$ cat src/rtl/crcbs_pkg.sv
`default_nettype none
// ----------------------------------------------------------------------------
// crcbs_pkg: shared types and constants for the bit-serial CRC block
// Register indexes, queue sizing, job kinds and the job control record.
// ----------------------------------------------------------------------------
package crcbs_pkg;

	// Default largest polynomial degree
	localparam int MAX_DEGREE_DEF = 32;

	// Configuration port
	localparam int CFG_IDX_W  = 2;
	localparam int CFG_DATA_W = 32;
	localparam int GEN_W      = 32;
	localparam int DEG_W      = 6;

	localparam logic [CFG_IDX_W-1:0] REG_CHECK_MODE = 2'd0;
	localparam logic [CFG_IDX_W-1:0] REG_GENERATOR  = 2'd1;
	localparam logic [CFG_IDX_W-1:0] REG_DEGREE     = 2'd2;

	localparam logic [GEN_W-1:0] GEN_RESET    = 32'd4129;
	localparam logic [DEG_W-1:0] DEGREE_RESET = 6'd16;

	// Bit counter saturates here
	localparam logic [DEG_W-1:0] BITS_SEEN_MAX = 6'd63;

	// Stream data widths (whole bytes)
	localparam int S_TDATA_W = 8;
	localparam int M_TDATA_W = 8;

	// Job queue between front and back
	localparam int QUEUE_DEPTH = 4;
	localparam int QUEUE_PTR_W = 2;

	// What the back end does with a job
	typedef enum logic [1:0] {
		JOB_ECHO      = 2'd0,
		JOB_ECHO_DUMP = 2'd1,
		JOB_VERDICT   = 2'd2
	} job_kind_t;

	typedef struct packed {
		job_kind_t kind;
		logic      msg_bit;
		logic      frame_ok;
		logic      frame_short;
	} job_ctl_t;

endpackage
`default_nettype wire

$ cat src/rtl/crcbs_front.sv
`default_nettype none
// ----------------------------------------------------------------------------
// crcbs_front: configuration registers and remainder update
// Takes one bit per request, runs one division step and queues a job (in check mode only at end of frame).
// ----------------------------------------------------------------------------
module crcbs_front #(
	parameter int MAX_DEGREE = crcbs_pkg::MAX_DEGREE_DEF
) (
	input  wire                                    clk,
	input  wire                                    arst_n,
	// configuration
	input  wire                                    cfg_we,
	input  wire  [crcbs_pkg::CFG_IDX_W-1:0]        cfg_idx,
	input  wire  [crcbs_pkg::CFG_DATA_W-1:0]       cfg_data,
	// input bits
	input  wire                                    in_valid,
	output logic                                   in_ready,
	input  wire                                    in_bit,
	input  wire                                    in_eof,
	// job push
	output logic                                   push,
	input  wire                                    q_full,
	output crcbs_pkg::job_ctl_t                    push_ctl,
	output logic [MAX_DEGREE-1:0]                  push_rem,
	output logic [$clog2(MAX_DEGREE+1)-1:0]        push_deg
);
	import crcbs_pkg::*;

	localparam int RW = MAX_DEGREE;
	localparam int DW = $clog2(MAX_DEGREE+1);

	logic             check_mode_q;
	logic [GEN_W-1:0] gen_q;
	logic [DEG_W-1:0] degree_q;
	logic [RW-1:0]    rem_q;
	logic [DEG_W-1:0] bits_q;

	logic [DW-1:0]    d_eff;
	logic [RW-1:0]    mask;
	logic [RW-1:0]    gen_m;
	logic [RW-1:0]    rem_m;
	logic [RW-1:0]    top_sh;
	logic             top;
	logic [RW-1:0]    rem_nx;
	logic [DEG_W-1:0] bits_nx;
	logic             is_short;
	logic             take;

	// Configuration registers
	always_ff @(posedge clk or negedge arst_n) begin
		if (!arst_n) begin
			check_mode_q <= 1'b0;
			gen_q        <= GEN_RESET;
			degree_q     <= DEGREE_RESET;
		end else if (cfg_we) begin
			case (cfg_idx)
				REG_CHECK_MODE: check_mode_q <= cfg_data[0];
				REG_GENERATOR:  gen_q        <= cfg_data[GEN_W-1:0];
				REG_DEGREE:     degree_q     <= cfg_data[DEG_W-1:0];
				default: ;
			endcase
		end
	end

	// Degree clamped to 1..MAX_DEGREE
	always_comb begin
		if (degree_q == '0)
			d_eff = DW'(1);
		else if ({2'b00, degree_q} > 8'(RW))
			d_eff = DW'(RW);
		else
			d_eff = DW'(degree_q);
	end

	assign in_ready = !q_full;
	assign take     = in_valid && in_ready;

	// One division step
	always_comb begin
		mask    = ~({RW{1'b1}} << d_eff);
		gen_m   = RW'(gen_q) & mask;
		rem_m   = rem_q & mask;
		top_sh  = rem_m >> (d_eff - DW'(1));
		top     = top_sh[0];
		if (!check_mode_q)
			rem_nx = ((rem_m << 1) & mask) ^ ((top ^ in_bit) ? gen_m : '0);
		else
			rem_nx = ((rem_m << 1) | RW'(in_bit)) & mask ^ (top ? gen_m : '0);
		bits_nx  = (bits_q == BITS_SEEN_MAX) ? bits_q : bits_q + DEG_W'(1);
		is_short = 8'(bits_nx) < 8'(d_eff);
	end

	// State update
	always_ff @(posedge clk or negedge arst_n) begin
		if (!arst_n) begin
			rem_q  <= '0;
			bits_q <= '0;
		end else if (take) begin
			if (in_eof) begin
				rem_q  <= '0;
				bits_q <= '0;
			end else begin
				rem_q  <= rem_nx;
				bits_q <= bits_nx;
			end
		end
	end

	// Job classification
	always_comb begin
		push                 = take && (!check_mode_q || in_eof);
		push_ctl.msg_bit     = check_mode_q ? 1'b0 : in_bit;
		push_ctl.frame_ok    = check_mode_q && (rem_nx == '0) && !is_short;
		push_ctl.frame_short = check_mode_q && is_short;
		if (check_mode_q)
			push_ctl.kind = JOB_VERDICT;
		else if (in_eof)
			push_ctl.kind = JOB_ECHO_DUMP;
		else
			push_ctl.kind = JOB_ECHO;
		// remainder left-aligned so the back end shifts out the top bit
		push_rem = rem_nx << (DW'(RW) - d_eff);
		push_deg = d_eff;
	end

endmodule
`default_nettype wire

$ cat src/rtl/crcbs_queue.sv
`default_nettype none
// ----------------------------------------------------------------------------
// crcbs_queue: short job queue
// Register-based FIFO between front and back; push and pop can occur in the same cycle.
// ----------------------------------------------------------------------------
module crcbs_queue #(
	parameter int W = 8
) (
	input  wire          clk,
	input  wire          arst_n,
	input  wire          push,
	input  wire  [W-1:0] push_data,
	output logic         full,
	input  wire          pop,
	output logic         empty,
	output logic [W-1:0] head
);
	import crcbs_pkg::*;

	logic [W-1:0]           mem_q [QUEUE_DEPTH];
	logic [QUEUE_PTR_W-1:0] wr_q;
	logic [QUEUE_PTR_W-1:0] rd_q;
	logic [QUEUE_PTR_W:0]   cnt_q;

	assign full  = cnt_q == (QUEUE_PTR_W+1)'(QUEUE_DEPTH);
	assign empty = cnt_q == '0;
	assign head  = mem_q[rd_q];

	// Storage
	always_ff @(posedge clk) begin
		if (push)
			mem_q[wr_q] <= push_data;
	end

	// Pointers and count
	always_ff @(posedge clk or negedge arst_n) begin
		if (!arst_n) begin
			wr_q  <= '0;
			rd_q  <= '0;
			cnt_q <= '0;
		end else begin
			if (push)
				wr_q <= wr_q + QUEUE_PTR_W'(1);
			if (pop)
				rd_q <= rd_q + QUEUE_PTR_W'(1);
			if (push && !pop)
				cnt_q <= cnt_q + (QUEUE_PTR_W+1)'(1);
			else if (pop && !push)
				cnt_q <= cnt_q - (QUEUE_PTR_W+1)'(1);
		end
	end

endmodule
`default_nettype wire

$ cat src/rtl/crcbs_back.sv
`default_nettype none
// ----------------------------------------------------------------------------
// crcbs_back: result sequencer
// Pops jobs, emits echo bits, shifts out remainders and verdicts.
// ----------------------------------------------------------------------------
module crcbs_back #(
	parameter int MAX_DEGREE = crcbs_pkg::MAX_DEGREE_DEF
) (
	input  wire                                clk,
	input  wire                                arst_n,
	// job pop
	input  wire                                q_empty,
	output logic                               pop,
	input  crcbs_pkg::job_ctl_t                head_ctl,
	input  wire  [MAX_DEGREE-1:0]              head_rem,
	input  wire  [$clog2(MAX_DEGREE+1)-1:0]    head_deg,
	// results
	output logic                               out_valid,
	input  wire                                out_ready,
	output logic                               out_bit,
	output logic                               out_last,
	output logic                               out_ok,
	output logic                               out_short
);
	import crcbs_pkg::*;

	localparam int RW = MAX_DEGREE;
	localparam int DW = $clog2(MAX_DEGREE+1);

	logic          valid_q;
	logic          bit_q;
	logic          last_q;
	logic          ok_q;
	logic          short_q;
	logic [RW-1:0] shf_q;
	logic [DW-1:0] cnt_q;
	logic          slot_free;

	assign slot_free = !valid_q || out_ready;
	assign pop       = slot_free && (cnt_q == '0) && !q_empty;

	assign out_valid = valid_q;
	assign out_bit   = bit_q;
	assign out_last  = last_q;
	assign out_ok    = ok_q;
	assign out_short = short_q;

	// Control: output valid and remainder bit count
	always_ff @(posedge clk or negedge arst_n) begin
		if (!arst_n) begin
			valid_q <= 1'b0;
			cnt_q   <= '0;
		end else if (slot_free) begin
			if (cnt_q != '0) begin
				valid_q <= 1'b1;
				cnt_q   <= cnt_q - DW'(1);
			end else if (!q_empty) begin
				valid_q <= 1'b1;
				if (head_ctl.kind == JOB_ECHO_DUMP)
					cnt_q <= head_deg;
			end else begin
				valid_q <= 1'b0;
			end
		end
	end

	// Result payload and remainder shifter
	always_ff @(posedge clk) begin
		if (slot_free) begin
			if (cnt_q != '0) begin
				bit_q   <= shf_q[RW-1];
				last_q  <= cnt_q == DW'(1);
				ok_q    <= 1'b0;
				short_q <= 1'b0;
				shf_q   <= shf_q << 1;
			end else if (!q_empty) begin
				bit_q   <= head_ctl.msg_bit;
				last_q  <= head_ctl.kind == JOB_VERDICT;
				ok_q    <= head_ctl.frame_ok;
				short_q <= head_ctl.frame_short;
				shf_q   <= head_rem;
			end
		end
	end

endmodule
`default_nettype wire

$ cat src/rtl/crc_bit_serial_generate_check.sv
`default_nettype none
// Bit-serial CRC generator / checker, one frame bit per request.
// Throughput: one input bit per cycle while the job queue is not full; in generate
// mode the degree remainder bits after a final bit are shifted out by the back end.
// An input request reaches its first result through the queue, then the output register.
// Reset (arst_n low): registers to generate mode, generator 0x1021, degree 16;
// remainder, bit counter, queue and output cleared.
// ----------------------------------------------------------------------------
// crc_bit_serial_generate_check: top level
// Front end divides, a job queue decouples it from the result sequencer.
// ----------------------------------------------------------------------------
module crc_bit_serial_generate_check #(
	parameter int MAX_DEGREE = crcbs_pkg::MAX_DEGREE_DEF
) (
	input  wire                                 clk,
	input  wire                                 arst_n,
	// configuration write port
	input  wire                                 cfg_we,
	input  wire  [crcbs_pkg::CFG_IDX_W-1:0]     cfg_idx,
	input  wire  [crcbs_pkg::CFG_DATA_W-1:0]    cfg_data,
	// input stream
	input  wire                                 s_axis_tvalid,
	output logic                                s_axis_tready,
	input  wire  [crcbs_pkg::S_TDATA_W-1:0]     s_axis_tdata,  // [0] msg_bit
	input  wire                                 s_axis_tlast,  // end_of_frame
	// result stream
	output logic                                m_axis_tvalid,
	input  wire                                 m_axis_tready,
	output logic [crcbs_pkg::M_TDATA_W-1:0]     m_axis_tdata,  // [0] out_bit, [1] frame_ok,
	                                                           // [2] frame_short
	output logic                                m_axis_tlast   // out_last
);
	import crcbs_pkg::*;

	localparam int RW = MAX_DEGREE;
	localparam int DW = $clog2(MAX_DEGREE+1);
	localparam int CW = $bits(job_ctl_t);
	localparam int QW = CW + RW + DW;

	logic          push;
	logic          q_full;
	logic          q_empty;
	logic          pop;
	job_ctl_t      push_ctl;
	logic [RW-1:0] push_rem;
	logic [DW-1:0] push_deg;
	logic [QW-1:0] q_head;
	job_ctl_t      head_ctl;
	logic          out_bit;
	logic          out_ok;
	logic          out_short;

	crcbs_front #(
		.MAX_DEGREE(MAX_DEGREE)
	) u_front (
		.clk      (clk),
		.arst_n   (arst_n),
		.cfg_we   (cfg_we),
		.cfg_idx  (cfg_idx),
		.cfg_data (cfg_data),
		.in_valid (s_axis_tvalid),
		.in_ready (s_axis_tready),
		.in_bit   (s_axis_tdata[0]),
		.in_eof   (s_axis_tlast),
		.push     (push),
		.q_full   (q_full),
		.push_ctl (push_ctl),
		.push_rem (push_rem),
		.push_deg (push_deg)
	);

	crcbs_queue #(
		.W(QW)
	) u_queue (
		.clk       (clk),
		.arst_n    (arst_n),
		.push      (push),
		.push_data ({push_deg, push_rem, push_ctl}),
		.full      (q_full),
		.pop       (pop),
		.empty     (q_empty),
		.head      (q_head)
	);

	assign head_ctl = job_ctl_t'(q_head[CW-1:0]);

	crcbs_back #(
		.MAX_DEGREE(MAX_DEGREE)
	) u_back (
		.clk       (clk),
		.arst_n    (arst_n),
		.q_empty   (q_empty),
		.pop       (pop),
		.head_ctl  (head_ctl),
		.head_rem  (q_head[CW+RW-1:CW]),
		.head_deg  (q_head[QW-1:CW+RW]),
		.out_valid (m_axis_tvalid),
		.out_ready (m_axis_tready),
		.out_bit   (out_bit),
		.out_last  (m_axis_tlast),
		.out_ok    (out_ok),
		.out_short (out_short)
	);

	// Pack result fields, zero fill to a byte
	assign m_axis_tdata = {{(M_TDATA_W-3){1'b0}}, out_short, out_ok, out_bit};

endmodule
`default_nettype wire

$ cat config.mk
export PLATFORM = sky130hd
export DESIGN_NAME = crc_bit_serial_generate_check
export DESIGN_NICKNAME = d
export VERILOG_FILES = /design/src/rtl/crcbs_pkg.sv /design/src/rtl/crcbs_front.sv /design/src/rtl/crcbs_queue.sv /design/src/rtl/crcbs_back.sv /design/src/rtl/crc_bit_serial_generate_check.sv
export SDC_FILE = /design/constraint.sdc
export NUM_CORES = 1
export LEC_CHECK = 0
export ABC_AREA = 1
export BUFFER_PORTS_ARGS = -buffer_cell sky130_fd_sc_hd__buf_2
export CAP_MARGIN = 20
export CELL_PAD_IN_SITES_DETAIL_PLACEMENT = 1
export CELL_PAD_IN_SITES_GLOBAL_PLACEMENT = 1
export CORE_AREA = 4 4 206 208
export CTS_BUF_LIST = sky130_fd_sc_hd__clkbuf_2 sky130_fd_sc_hd__clkbuf_4 sky130_fd_sc_hd__clkbuf_8
export CTS_CLUSTER_DIAMETER = 150
export CTS_CLUSTER_SIZE = 8
export DETAILED_ROUTE_END_ITERATION = 12
export DIE_AREA = 0 0 210 212
export HOLD_SLACK_MARGIN = 0.12
export PLACE_DENSITY_LB_ADDON = 0.1
export SYNTH_ARGS = -nofsm -noshare
export SYNTH_HDL_FRONTEND = slang
export SYNTH_HIERARCHICAL = 1
export SYNTH_SLANG_ARGS = --single-unit
$ cat constraint.sdc
create_clock -name clk -period 8.4 [get_ports clk]
set_input_delay 1.26 -clock clk [delete_from_list [all_inputs] [get_ports clk]]
set_output_delay 1.26 -clock clk [all_outputs]
set_load 0.02 [all_outputs]
==> results.json, run 1 <==
{
  "status": "finished, final reports clean",
  "p_seq_share_pct": 37.9,
  "path_delay_family": "simple AND/OR/NAND/NOR gates",
  "die_area_mm2": 0.0445,
  "cpPeakStageDelay_ns": 0.66,
  "start_kind": "flop",
  "path_class": "flop to flop",
  "num_io_pins": 59,
  "syn_area_mm2": 0.0161,
  "fillCellCount": 4847,
  "n_antenna_cell": 0,
  "overflow": 0,
  "grt_usage_pct": 21.6,
  "first_pass_iters": 5,
  "powerDensity_mw_per_mm2": 359,
  "drive_gt1_share_pct": 10.9,
  "ir_worst_vdd_mv": 0.134,
  "clockBufferDepth": 3,
  "clock_power_share_pct": 19.0,
  "max_freq_ghz": 0.159,
  "post_cts_buffers": 0,
  "route.detailed.drc": 0,
  "fin_setup_tns_ns": 0,
  "port_buffers": 46,
  "yosys_register_bits": 299,
  "die_h_um": 212,
  "core_mm2": 0.0406,
  "place_congestion": 0.890,
  "min_period_over_period_pct": 74.8,
  "grt_pass1_wl_mm": 75.2,
  "die_w_um": 210,
  "maxCapViolations": 0,
  "p_int_mw": 3.54,
  "fin_nets": 1948,
  "cts-resized-gates": 0,
  "post-dp-hpwl_mm": 31.7,
  "holdBufCountCts": 0,
  "layout_commonest_cell": "nand2_1",
  "tightest_slew_ns": 0.997,
  "crit_buf_inv": 4,
  "rsz0062_at_grt": "no",
  "clk_latency_ns": 0.63,
  "initial_core_util_pct": 39.8,
  "grt_max_degree": 104,
  "p_sw_mw": 2.73,
  "num_rows": 74,
  "setup_violations": 0,
  "crit_path_end_kind": "flop",
  "cts.sinks": 299,
  "utilization_pct": 43.0,
  "maxSlewViolCount": 0,
  "yosys_warnings": 6,
  "antenna_found_initial": 0,
  "cts_buffers": 43,
  "fin_crit_ns": 6.28,
  "synth_cells": 1875,
  "min_path_type": "flop to flop",
  "vias": 13000,
  "ant_nets": 0,
  "htreeDepth": 2,
  "root_buffer": "clkbuf_8",
  "syn_area_per_cell_um2": 8.60,
  "vias_per_cell": 5.30,
  "arrival_ns": 6.63,
  "comb_power_share_pct": 43.1,
  "cp.required_ns": 8.75,
  "finalHoldViolations": 0,
  "grt_pass1_vias": 13300,
  "skew_ns": 0.0426,
  "wl_per_cell_um": 19.4,
  "worst_path_most_repeated_cell": "nand3_1",
  "crit_path_max_fanout": 55,
  "seq_area_frac_synth_pct": 52.9,
  "netSwitchingFraction_pct": 43.6,
  "cts_tree": "done",
  "ys_types": 44,
  "clk_pin_slew_ns": 0.06,
  "syn_to_final_growth_pct": 8.26,
  "relSlewSlack_pct": 33.5,
  "drtIter0Drc": 622,
  "finalWirelength_mm": 47.5,
  "leakagePower_nw": 7.93,
  "crit_slowest_cell": "dfrtp_1",
  "final_cell_mix": "568 x nand2_1, 268 x nand3_1, 227 x inv_1"
}
[area by class of cell]
| type | instances | area, um2 | area share [%] |
|---|---|---|---|
| well taps | 532 | 666 | 3.81 |
| repair buffers | 68 | 398 | 2.28 |
| flip-flops and latches | 299 | 8530 | 48.9 |
| multi-input cells | 1227 | 6090 | 34.9 |
| inverters | 243 | 915 | 5.24 |
| clock buffers | 75 | 832 | 4.77 |
| clock inverters | 3 | 26.3 | 0.151 |
[synth_stat cells (all sizes together)]
cell / instances / area (um2)
mux2: 24 / 270
a21oi: 19 / 95.1
a221oi: 1 / 8.76
xor2: 7 / 87.6
nand2: 574 / 2170
edfxtp: 208 / 6250
dfstp: 4 / 105
fa: 1 / 20.0
o31ai: 2 / 15.0
conb: 1 / 3.75
dfrtp: 87 / 2180
buf: 90 / 539
nand3: 272 / 1380
clkinv: 2 / 7.51
o22ai: 28 / 175
nor3: 6 / 30.0
nand4: 50 / 319
o21ai: 48 / 240
inv: 241 / 907
o21bai: 1 / 7.51
clkbuf: 19 / 71.3
nor2: 79 / 327
nand3b: 1 / 7.51
o211ai: 86 / 646
xnor2: 2 / 17.5
dlygate4sd1: 1 / 8.76
a21o: 3 / 22.5
and3: 1 / 6.26
ha: 17 / 213
[power by group through the flow]
stage | registers, mW | clock network [mW] | logic [mW]
floorplan | 2.28 | 0 | 2.06
global placement | 2.40 | 0 | 2.66
detailed placement | 2.42 | 0 | 2.73
CTS | 2.39 | 1.24 | 2.74
global route | 2.43 | 1.31 | 3.06
finish | 2.38 | 1.19 | 2.70
[worst register-to-register path: stages (launching register included)]
cell     delay [ns]
dfrtp_1        0.66
nor2_2         0.63
nand3_4        0.26
nand2_4        0.14
buf_4          0.53
ha_1           0.36
inv_1          0.20
nand4_1        0.22
nand2_1        0.14
nor2_1         0.20
nand2_1        0.07
nand2_1        0.09
nand3_1        0.09
nand3_1        0.09
nand3_1        0.20
nand3_2        0.54
buf_4          0.38
nand4_1        0.14
nand3_1        0.24
nand2_1        0.10
nand3_1        0.13
nand3_1        0.15
nand3_1        0.16
nand3_1        0.12
nand2_1        0.13
inv_1          0.09
[state kept, by name, indices dropped and copies added (netlist names), 2 cells and up]
name / count
u_queue/wr_q: 2
u_front/bits_q: 6
u_front/rem_q: 32
u_front/degree_q: 6
u_back/shf_q: 32
u_queue/rd_q: 2
u_back/cnt_q: 6
u_queue/mem_q: 172
u_front/gen_q: 32
u_queue/cnt_q: 3
[logic make-up after synthesis]
group	share of synthesized area, %
buf+inv	9.51
flops	52.9
mux	1.68
fa+ha+maj	1.44
compound gates	7.50
xor+xnor	0.652
simple gates	26.3
other cells	0.0233
[per-stage QoR]
step           setup slack [ns]  cells  total power [mW]  area (um2)  hold WS, ns
3_3_place_gp               2.18   2369              5.06       16600        0.469
2_1_floorplan              4.60   1879              4.34       16100        0.450
5_1_grt                    1.73   2447              6.80       17500        0.528
3_5_place_dp               2.16   2369              5.14       16600        0.478
6_report                   2.12   2447              6.27       17500        0.494
4_1_cts                    2.18   2447              6.37       17500        0.499
[metal layers]
| metal | track usage [%] | part of all wire (%) |
|---|---|---|
| met3 | 2.85 | 3.4 |
| met1 | 27.5 | 44 |
| met4 | 7.25 | 3.1 |
| met2 | 38.1 | 50 |
| met5 | 0 | 0 |
[path summary, 6_finish.rpt]
path	from	endpoint	slack, ns	depth (start not counted)
worst max-delay path	u_front/degree_q[5]	u_queue/mem_q[3][28]	2.12	25
worst min-delay path	u_front/rem_q[0]	u_front/rem_q[0]	0.49	2
worst max register to register	u_front/degree_q[5]	u_queue/mem_q[3][28]	2.12	25
worst min register to register	u_front/rem_q[0]	u_front/rem_q[0]	0.49	2
max in group asynchronous	arst_n	u_front/gen_q[18]	6.62	2
min in group asynchronous	arst_n	u_front/bits_q[4]	0.55	1
Power figures use the tool's default switching activity.
==> run 2, diff against run 1 <==
- ABC_AREA: 1 -> 0
- CORE_AREA: 4 4 206 208 -> 4 4 204 206
- DIE_AREA: 0 0 210 212 -> 0 0 208 210
- clock period: 8.4 -> 6.2 ns (I/O delays scaled with it)
==> run 2 against run 1 <==
Sequential cell count is the same. Global-route usage shrank 0.17 points. Combinational power grew 29%. Worst setup slack lost 1.8 ns. Core utilization grew 0.79 points. Power grew 28%. Critical path depth shrank 5. Clock-buffer cell count shrank 3. Die area shrank 1.9%.
==> results.json, run 2 <==
{
  "relSlewSlack_pct": 31.8,
  "utilization_pct": 43.8,
  "rsz0062_at_grt": "no",
  "clk_latency_ns": 0.63,
  "finalWirelength_mm": 47.0,
  "min_path_type": "primary input to async pin",
  "p_seq_share_pct": 36.9,
  "first_pass_iters": 5,
  "async_flop_share_pct": 30.4,
  "ys_top_cells_by_area": "edfxtp_1 40%, dfrtp_1 14%, mux4_2 6.4%",
  "yosys_most_used_dff": "edfxtp_1",
  "syn_to_final_growth_pct": 10.3,
  "fin_crit_ns": 5.87,
  "synth_edf_count": 208,
  "fillCellCount": 4197,
  "cts_tree": "done",
  "finalHoldViolations": 0,
  "clk_pin_slew_ns": 0.07,
  "synth_top_cell_area_share_pct": 39.6,
  "n_antenna_cell": 0,
  "skew_ns": 0.0401,
  "clock_power_share_pct": 19.9,
  "holdBufCountCts": 0,
  "die_h_um": 210,
  "rrSetupSlack_ns": 0.33,
  "fin_nets": 1428,
  "max_freq_ghz": 0.170,
  "timing.rr.start": "u_front/degree_q[1]",
  "ir_worst_vdd_mv": 0.178,
  "placed_cells": 1842,
  "grt_usage_pct": 21.4,
  "final_cells": 1918,
  "yosys_register_bits": 299,
  "regMostFlops": "u_queue/mem_q",
  "place_congestion": 0.901,
  "num_io_pins": 59,
  "yosys_warnings": 6,
  "grt_max_degree": 61,
  "hold_slack_ns": 0.256,
  "vias_per_cell": 5.84,
  "yosys.area.top_type": "edfxtp_1",
  "powerDensity_mw_per_mm2": 462,
  "core_mm2": 0.0396,
  "vias": 11200,
  "layout_commonest_cell": "edfxtp_1",
  "final_cell_mix": "208 x edfxtp_1, 186 x nand2_1, 85 x dfrtp_1",
  "synth_cells": 1313,
  "ys_types": 94,
  "p_sw_mw": 3.17,
  "crit_path_end_kind": "flop",
  "startpoint": "u_front/degree_q[1]",
  "netSwitchingFraction_pct": 39.5,
  "cp.required_ns": 6.52,
  "overflow": 0,
  "status": "finished, final reports clean",
  "grt_pass1_wl_mm": 72.9,
  "arrival_ns": 6.19,
  "maxSlewViolCount": 0,
  "die_area_mm2": 0.0437,
  "num_rows": 73,
  "ant_nets": 0,
  "place_ws_ns": 0.268,
  "final_cell_area_mm2": 0.0174,
  "cts.sinks": 299,
  "drtIter0Drc": 749,
  "tightest_slew_ns": 1.02,
  "comb_power_share_pct": 43.3,
  "leakagePower_nw": 6.63,
  "cp-endpoint": "u_queue/mem_q[3][33]",
  "setup_violations": 0,
  "placed_area_mm2": 0.0165,
  "wl_per_cell_um": 24.5,
  "die_w_um": 208,
  "syn_area_per_cell_um2": 12.0,
  "root_buffer": "clkbuf_8",
  "post-dp-hpwl_mm": 31.6,
  "cts_buffers": 43,
  "seq_area_frac_synth_pct": 54.1,
  "min_period_over_period_pct": 94.7,
  "largest_reg_flops": 172,
  "port_buffers": 46,
  "clockBufferDepth": 3,
  "regArea_mm2": 0.00853,
  "post_cts_buffers": 0,
  "synth_commonest_cells": "208 x edfxtp_1, 186 x nand2_1, 87 x dfrtp_1",
  "fin_setup_tns_ns": 0,
  "crit_path_max_fanout": 26,
  "p_int_mw": 4.87,
  "yosysMostFrequentCell": "edfxtp_1",
  "reg2regPathDepth": 20,
  "syn_area_mm2": 0.0158,
  "route.detailed.drc": 0,
  "start_kind": "flop",
  "worst_slack_ns": 0.329,
  "antenna_found_initial": 1,
  "grt_pass1_vias": 11800,
  "initial_core_util_pct": 39.8,
  "drive_gt1_share_pct": 22.5,
  "maxCapViolations": 0,
  "path_class": "flop to flop",
  "r2r-end": "u_queue/mem_q[3][33]",
  "multi_input_area_mm2": 0.00660,
  "power.total_mw": 8.04,
  "htreeDepth": 2
}
## run 2: changes by cell type after synthesis, moves of 31 or more
| cell | before | now |
|---|---|---|
| o211ai_1 | 86 | 11 |
| buf_2 | 53 | 11 |
| clkbuf_1 | 19 | 57 |
| mux4_2 | 0 | 45 |
| nand4_1 | 49 | 18 |
| nand3_1 | 270 | 18 |
| inv_1 | 231 | 35 |
| nand2_1 | 568 | 186 |
## run 2: area by class of cell
| class | count | area share, % |
|---|---|---|
| clock buffers | 72 | 4.66 |
| clock inverters | 4 | 0.230 |
| inverters | 36 | 0.792 |
| multi-input cells | 887 | 38.0 |
| flip-flops and latches | 299 | 49.1 |
| well taps | 525 | 3.78 |
| repair buffers | 95 | 3.46 |
## run 2: timing repair
item                                    4_1_cts  5_1_grt
hold endpoints to repair                      0        0
resized for setup                             0        3
endpoints found under the setup margin        0       12
## run 2: worst max-delay path, stage by stage (launching register included)
cell,delay (ns)
dfrtp_1,0.38
or4_4,0.59
a21oi_4,0.22
inv_4,0.04
ha_1,0.26
inv_1,0.09
ha_1,0.34
a211o_1,0.30
nand2_1,0.13
mux2i_1,0.16
a221oi_1,0.09
buf_4,0.18
a221o_1,0.42
nand3_4,0.29
buf_4,0.22
a31o_2,0.17
a21oi_1,0.13
mux4_2,0.53
a211oi_2,0.35
mux2i_1,0.21
a221o_1,0.46
## run 2: power by group through the flow
stage	sequential (mW)	clock (mW)	combinational, mW
after floorplan	2.93	0	2.45
final	2.96	1.60	3.48
after detailed placement	3.00	0	3.45
after CTS	2.96	1.67	3.47
after global placement	2.98	0	3.41
after global routing	3.01	1.76	3.76
## run 2: worst min-delay path by stage
| stage | from | to | slack, ns | cells past startpoint |
|---|---|---|---|---|
| final | arst_n | u_front/bits_q[0] | 0.26 | 1 |
| after global routing | arst_n | u_front/bits_q[0] | 0.26 | 1 |
| after CTS | arst_n | u_front/bits_q[0] | 0.25 | 1 |
| after detailed placement | u_front/rem_q[10] | u_front/rem_q[10] | 0.47 | 2 |
| after global placement | u_front/rem_q[10] | u_front/rem_q[10] | 0.47 | 2 |
| after floorplan | u_front/rem_q[10] | u_front/rem_q[10] | 0.44 | 2 |
## run 2: kinds of logic (layout without fill, tap and decap cells)
family                     after synthesis  after routing  synth area share (%)
and+or+nand+nor                        406            406                  12.4
AOI/OAI and AO/OA                      316            316                  14.3
DFF                                    299            299                  54.1
buffers and inverters                  131            207                  4.30
muxes                                  124            124                  12.4
adders and majority gates               18             18                  1.48
xor gates and xnor gates                18             18                  1.00
other                                    1              5                0.0238
## run 2: per-layer routing
layer / vias to the layer above / wire, um / track usage (%)
li1: 5108 / - / -
met1: 5678 / 21400 / 29.7
met5: - / 0 / 0
met3: 88 / 2060 / 3.53
met4: 0 / 1460 / 6.75
met2: 321 / 22100 / 34.8
==> run 3, diff against run 2 <==
- SYNTH_HIERARCHICAL: 1 -> default
- clock period: 6.2 -> 5.82 ns (I/O delays scaled with it)
==> run 3 against run 2 <==
Largest cell class unchanged. Register-to-register slack worse by 0.06 ns. Synthesized cell count increased by 3.1%. Highest routed layer unchanged. Clock skew about the same. Via count is 4.4% higher.
==> results.json, run 3 <==
{
  "status": "finished, final reports clean",
  "synth_commonest_cells": "208 x edfxtp_1, 187 x nand2_1, 87 x dfrtp_1",
  "grt_max_degree": 58,
  "crit_slowest_cell": "o221ai_1",
  "grt_usage_pct": 21.8,
  "finalHoldViolations": 0,
  "cts_tree": "done",
  "layout_commonest_cell": "edfxtp_1",
  "holdBufCountCts": 0,
  "synth_cells": 1354,
  "crit_path_end_kind": "flop",
  "yosys.area.top_type": "edfxtp_1",
  "rsz0062_at_grt": "no",
  "place_congestion": 0.900,
  "fin_crit_ns": 5.55,
  "leakagePower_nw": 6.83,
  "finalWirelength_mm": 48.2,
  "power.total_mw": 8.86,
  "ys_top_cells_by_area": "edfxtp_1 40%, dfrtp_1 14%, mux4_2 6.4%",
  "regMostFlops": "u_queue.mem_q",
  "rrSetupSlack_ns": 0.27,
  "min_period_over_period_pct": 95.3,
  "crit_path_max_fanout": 15,
  "start_kind": "flop",
  "yosysMostFrequentCell": "edfxtp_1",
  "powerDensity_mw_per_mm2": 495,
  "overflow": 0,
  "ys_types": 88,
  "path_class": "flop to flop",
  "die_h_um": 210,
  "r2r-end": "u_queue.mem_q[1][17]",
  "path_cells": "nor4_4, o21a_4, inv_4, ha_1, inv_1, ha_1, nor2_1, o21ai_0, nand2_1, a21oi_1, o311ai_1, o211ai_1, buf_4, and3_1, mux2i_1, and3b_1, o221ai_1, o21ai_0, a21oi_1",
  "port_buffers": 46,
  "cpPeakStageDelay_ns": 0.52,
  "async_flop_share_pct": 30.4,
  "clk_pin_slew_ns": 0.09,
  "clockBufferDepth": 3,
  "ir_worst_vdd_mv": 0.213,
  "yosys_warnings": 0,
  "initial_core_util_pct": 39.9,
  "num_io_pins": 59,
  "vias_per_cell": 5.83,
  "cts_buffers": 43,
  "post_cts_buffers": 0,
  "relSlewSlack_pct": 30.7,
  "setup_violations": 0,
  "largest_reg_flops": 172,
  "maxCapViolations": 0,
  "route.detailed.drc": 0,
  "drtIter0Drc": 712,
  "fin_nets": 1525,
  "core_mm2": 0.0396,
  "first_pass_iters": 6,
  "timing.rr.start": "u_front.degree_q[1]",
  "max_freq_ghz": 0.180,
  "root_buffer": "clkbuf_8",
  "maxSlewViolCount": 0,
  "syn_to_final_growth_pct": 13.3,
  "crit_buf_inv": 3,
  "synth_edf_count": 208,
  "synth_top_cell_area_share_pct": 39.5,
  "cts-resized-gates": 0,
  "die_area_mm2": 0.0437,
  "clk_latency_ns": 0.62,
  "syn_area_per_cell_um2": 11.7,
  "post-dp-hpwl_mm": 33.9,
  "cts.sinks": 299,
  "reg2regPathDepth": 19,
  "grt_pass1_wl_mm": 74.7,
  "tightest_slew_ns": 1.04,
  "cp.required_ns": 6.16,
  "syn_area_mm2": 0.0158,
  "wl_per_cell_um": 24.0,
  "final_cell_mix": "208 x edfxtp_1, 187 x nand2_1, 105 x buf_4",
  "vias": 11700,
  "utilization_pct": 45.1,
  "fin_setup_tns_ns": 0,
  "path_delay_family": "compound AO/OA/AOI/OAI gates",
  "n_antenna_cell": 0,
  "arrival_ns": 5.89,
  "yosys_most_used_dff": "edfxtp_1",
  "yosys_register_bits": 299,
  "num_rows": 73,
  "ant_nets": 0,
  "seq_area_frac_synth_pct": 54.0,
  "drive_gt1_share_pct": 24.1,
  "skew_ns": 0.0399,
  "htreeDepth": 2,
  "grt_pass1_vias": 12300,
  "antenna_found_initial": 0,
  "min_path_type": "primary input to async pin",
  "die_w_um": 208
}
run 3: cell types whose count changed after synthesis, sizes merged, moves of 11 or more:
cell,before,now
a21o,14,3
a31oi,24,11
mux2i,23,37
nand3,19,34
nor2,65,77
run 3: layer usage:
metal / GRT usage, % / wire length (um) / vias up
met2: 36.1 / 23000 / 273
met4: 8.24 / 1770 / 0
met5: 0 / 0 / -
met1: 29.9 / 21500 / 5966
met3: 2.69 / 1940 / 88
li1: - / - / 5365
run 3: worst max-delay path by stage:
stage | start | endpoint | slack (ns) | cells after the start
after detailed placement | u_front.degree_q[1] | u_queue.mem_q[1][24] | 0.17 | 19
after floorplan | u_front.degree_q[4] | u_queue.mem_q[0][35] | 0.08 | 25
after CTS | u_front.degree_q[1] | u_queue.mem_q[1][24] | 0.12 | 19
after global routing | u_front.degree_q[1] | u_queue.mem_q[0][1] | 0.0005 | 22
after global placement | u_front.degree_q[1] | u_queue.mem_q[0][1] | 0.22 | 21
final | u_front.degree_q[1] | u_queue.mem_q[1][17] | 0.27 | 19
run 3: final cells by class:
class	count	area, um2
Fill cell	4270	21700
Sequential cell	299	8530
Multi-Input combinational cell	920	6700
Timing Repair Buffer	154	1080
Clock buffer	64	749
Tap cell	525	657
Inverter	41	156
Clock inverter	3	26.3
run 3: through the flow:
stage	hold slack, ns	area [um2]	worst slack (ns)	std cells
floorplan	0.441	15800	0.0763	1358
detailed placement	0.472	17100	0.168	1938
global route	0.253	17900	0.000522	2006
CTS	0.210	17900	0.124	2005
global placement	0.472	17100	0.218	1937
finish	0.227	17900	0.273	2006
run 3: cell families after synthesis:
group,count (synthesis),share of synthesized area [%]
compound gates,321,14.7
xor+xnor,19,1.05
fa+ha+maj,18,1.47
buf+inv,139,3.83
flops,299,54.0
mux,130,12.2
other cells,1,0.0237
simple gates,427,12.7
run 3: power by group:
| part | switching, mW | internal, mW | total, mW |
|---|---|---|---|
| clock | 0.796 | 0.817 | 1.61 |
| combinational | 2.48 | 1.59 | 4.07 |
| sequential | 0.218 | 2.96 | 3.18 |
